--- src/ictl_pkg.sv ---
// Shared types and constants for the instruction cache tag directory.
// Used by ictl_victim and icache_tag_lookup_lru. No dependencies.
package ictl_pkg;

	localparam int WAYS        = 2;
	localparam int SET_BITS    = 10;
	localparam int OFFSET_BITS = 6;
	localparam int ADDR_BITS   = 32;

	localparam int FETCH_BITS = 32;
	localparam int EXT_BITS   = (ADDR_BITS > FETCH_BITS) ? ADDR_BITS : FETCH_BITS;
	localparam int TAG_BITS   = ADDR_BITS - SET_BITS - OFFSET_BITS;
	localparam int WAY_BITS   = $clog2(WAYS);
	localparam int NUM_SETS   = 1 << SET_BITS;
	localparam int LINE_BITS  = SET_BITS + WAY_BITS;
	localparam int NUM_LINES  = 1 << LINE_BITS;
	localparam int OUT_WAY_BITS = 3;
	localparam int OUT_DATA_BITS = 8;

	// per-set directory state: valid bits and LRU ranks (0 = most recent)
	typedef struct packed {
		logic [WAYS-1:0]               valid;
		logic [WAYS-1:0][WAY_BITS-1:0] rank;
	} meta_t;

	function automatic meta_t meta_reset_row();
		meta_t m;
		m.valid = '0;
		for (int w = 0; w < WAYS; w++) begin
			m.rank[w] = WAY_BITS'(w);
		end
		return m;
	endfunction

endpackage

--- src/ictl_victim.sv ---
// Way selection and LRU promotion for one set of the tag directory.
// Depends on ictl_pkg.
module ictl_victim (
	input  ictl_pkg::meta_t                  meta,
	input  logic                             hit,
	input  logic [ictl_pkg::WAY_BITS-1:0]    hit_way,
	output logic [ictl_pkg::WAY_BITS-1:0]    chosen,
	output ictl_pkg::meta_t                  meta_nxt
);
	import ictl_pkg::*;

	logic [WAY_BITS-1:0] inv_way;
	logic                inv_found;
	logic [WAY_BITS-1:0] lru_way;
	logic [WAY_BITS-1:0] old_rank;

	// lowest invalid way, else the least recently used one
	always_comb begin
		inv_way   = '0;
		inv_found = 1'b0;
		lru_way   = '0;
		for (int w = WAYS - 1; w >= 0; w--) begin
			if (!meta.valid[w]) begin
				inv_way   = WAY_BITS'(w);
				inv_found = 1'b1;
			end
			if (meta.rank[w] == WAY_BITS'(WAYS - 1)) begin
				lru_way = WAY_BITS'(w);
			end
		end
	end

	always_comb begin
		if (hit) begin
			chosen = hit_way;
		end else if (inv_found) begin
			chosen = inv_way;
		end else begin
			chosen = lru_way;
		end
	end

	assign old_rank = meta.rank[chosen];

	always_comb begin
		meta_nxt = meta;
		meta_nxt.valid[chosen] = 1'b1;
		for (int w = 0; w < WAYS; w++) begin
			if (meta.rank[w] < old_rank) begin
				meta_nxt.rank[w] = meta.rank[w] + 1'b1;
			end
		end
		meta_nxt.rank[chosen] = '0;
	end

endmodule

--- config.mk ---
export PLATFORM = sky130hd
export DESIGN_NAME = ictl_victim
export DESIGN_NICKNAME = d
export VERILOG_FILES = /design/src/ictl_pkg.sv /design/src/ictl_victim.sv
export SDC_FILE = /design/constraint.sdc
export NUM_CORES = 1
export LEC_CHECK = 0
export ABC_CLOCK_PERIOD_IN_PS = 1100
export BUFFER_PORTS_ARGS = -buffer_cell sky130_fd_sc_hd__buf_2
export CAP_MARGIN = 40
export CORE_AREA = 8 8 45 47
export DETAILED_ROUTE_END_ITERATION = 7
export DIE_AREA = 0 0 53 55
export GPL_TIMING_DRIVEN = 0
export SLEW_MARGIN = 15
export SYNTH_ARGS = -nofsm -noshare
export SYNTH_HDL_FRONTEND = slang
export SYNTH_SLANG_ARGS = --single-unit
--- constraint.sdc ---
create_clock -name vclk -period 1.1
set_input_delay 0.22 -clock vclk [all_inputs]
set_output_delay 0.22 -clock vclk [all_outputs]
set_load 0.01 [all_outputs]
==> run summary <==
status - finished, final reports clean
final slew viol count - 0
slowest stage delay, CP - 0.26 ns
global placer's final weighted congestion - 0.787
overall overflow remaining after global route - 0
proportion of power drawn by combinational gates - 1.000
average cell area after synthesis - 6.36 sq um
Buffers on Ports - 11
sequential area share after synthesis - 0
Die Height - 55 um
number of max-cap violations - 0
PwrDens - 404 nW/um^2
period utilization - 0.982
Layout clock buffers - 0
die outline width - 53 um
number of antenna repair diodes - 0
most used cell, CP - sky130_fd_sc_hd__buf_2
startpoint kind of the worst setup timing path - input pin
global-route wire length before repair - 510 um
total setup violations reported at the end of the flow - 0
slowest cell on the critical path - sky130_fd_sc_hd__a211o_1
Unique masters post-synth - 12
YS warnings - 0
commonest non-fill, non-tap cell in the layout - sky130_fd_sc_hd__buf_2
critical-path maximum fanout - 3
footprint of the flip-flops and latches - 0 sq um
maximum achievable frequency - 0.926 GHz
maximum number of pins on one net before global-route repair - 8
IR drop worst, VDD - 0.0315 mV
cells after synthesis - 12
Worst Setup Path Type - in2out
layout cell share with drive strength beyond 1 - 0.609
kind of path behind the tightest hold check - in2out
cell chain of the critical path - buf_2, nor2b_4, a211o_1, buf_2
cell area after placement - 151 sq um
Placement Rows - 14
final hold vios - 0
wirelength, routed - 371 um
count of pins on the block boundary - 11
count of flip-flops and latches - 0
CTS hold repair buffers - 0
starting DRC count in detailed routing - 1
unrepaired setup endpoints after global routing - true
Switching Share - 0.517
category of the worst setup path capture point - output port
minimum clock period after layout - 1.08 ns
headroom to the max-slew limit - 0.861
net switching power - 33.7 uW
post-CTS repair timing setup buffer count - 0
via count of the first global-routing pass - 111
Endpoint, Worst Hold - meta_nxt[2]
initial antenna violation count - 0
crit path DAT - 0.86 ns
syn_nets - 18
Post-Place Worst Slack - -0.0166 ns
Initial Utilization - 0.0552
netlist area before placement - 76.3 sq um
total number of nets in the final design - 31
number of nets still failing antenna checks after routing - 0
Total Routing Usage GR - 0.0207
via count - 138
part of the total power dissipated in the clock network - 0
vias per cell - 3.54
summed area of non-filler cells in the final layout - 161 sq um
total leakage power - 0.0000783 uW
slack of the critical path - 0.0198 ns
WHS Path Cells - 3
hold wc startpoint - meta[2]
First-pass DRT Iterations - 2
sequential share of power - 0
worst-margin pin slew - 0.209 ns
Area growth syn-to-layout - 111%
average detailed-routed wire length per instance - 9.51 um
core area - 1380 sq um
# DRC - 0
internal power contribution - 31.5 uW
required time at the endpoint of the critical path - 0.88 ns
full die area - 2920 sq um
## how the worst max path moves through the flow
stage | to | from | slack, ns
floorplan | meta_nxt[1] | meta[2] | 0.13
global placement | meta_nxt[1] | meta[2] | -0.009
detailed placement | meta_nxt[1] | meta[2] | -0.02
CTS | meta_nxt[1] | meta[2] | 0.02
global route | meta_nxt[1] | meta[2] | -0.0007
finish | meta_nxt[3] | meta[2] | 0.02
## routing by layer
layer / track usage / share of wire
met5: 0 / 0
met4: 0 / 0
met3: 0.0214 / 0.32
met2: 0.0352 / 0.33
met1: 0.0181 / 0.35
## cell families (layout without fill, tap and decap cells)
kind of cell           count (synthesis)  count (layout)  share of synthesized area
AND/OR/NAND/NOR                        6               6                      0.459
AO/OA/AOI/OAI                          5               5                      0.492
buffers and inverters                  1              12                     0.0491
## critical path: cells and delay by family
family	cells	cell delay, ns
buffers and inverters	2	0.25
AND/OR/NAND/NOR	1	0.13
AO/OA/AOI/OAI	1	0.26
## layout make-up
cell class	instances	area, sq um
timing repair buffer	11	55.1
fill	164	1220
tap	16	20.0
inverter	1	3.75
multi-input combinational	11	82.6
## power by group through the flow
stage,logic (uW),clock network [uW],registers [uW]
floorplan,28.1,0,0
global placement,59.6,0,0
detailed placement,61.2,0,0
CTS,63.7,0,0
global route,71.2,0,0
finish,65.1,0,0
## synth_stat cells
cell / n / area share
sky130_fd_sc_hd__a22o_2: 1 / 0.13
sky130_fd_sc_hd__nand2_1: 1 / 0.049
sky130_fd_sc_hd__nand3b_1: 1 / 0.098
sky130_fd_sc_hd__a221oi_1: 1 / 0.11
sky130_fd_sc_hd__inv_1: 1 / 0.049
sky130_fd_sc_hd__o21ai_0: 1 / 0.066
sky130_fd_sc_hd__nor2b_2: 1 / 0.11
sky130_fd_sc_hd__a21oi_1: 1 / 0.066
sky130_fd_sc_hd__nor3_1: 1 / 0.066
sky130_fd_sc_hd__a211o_1: 1 / 0.11
sky130_fd_sc_hd__nor2_1: 1 / 0.049
sky130_fd_sc_hd__nor2b_1: 1 / 0.082
## per-stage QoR
step | cells | power (uW) | hold WS (ns) | utilization | TNS (ns)
6_report | 39 | 65.1 | 0.751 | 0.117 | 0
5_1_grt | 39 | 71.2 | 0.771 | 0.117 | -0.000722
4_1_cts | 39 | 63.7 | 0.749 | 0.113 | 0
3_5_place_dp | 39 | 61.2 | 0.744 | 0.109 | -0.0240
3_3_place_gp | 39 | 59.6 | 0.740 | 0.109 | -0.00855
2_1_floorplan | 12 | 28.1 | 0.536 | - | 0
## repair_timing
item | 4_1_cts | 5_1_grt
gates resized for setup | 1 | 1
cloned | 0 | 0
endpoints found under the setup margin | 2 | 2
No activity file was read; power rests on OpenSTA's default activity.
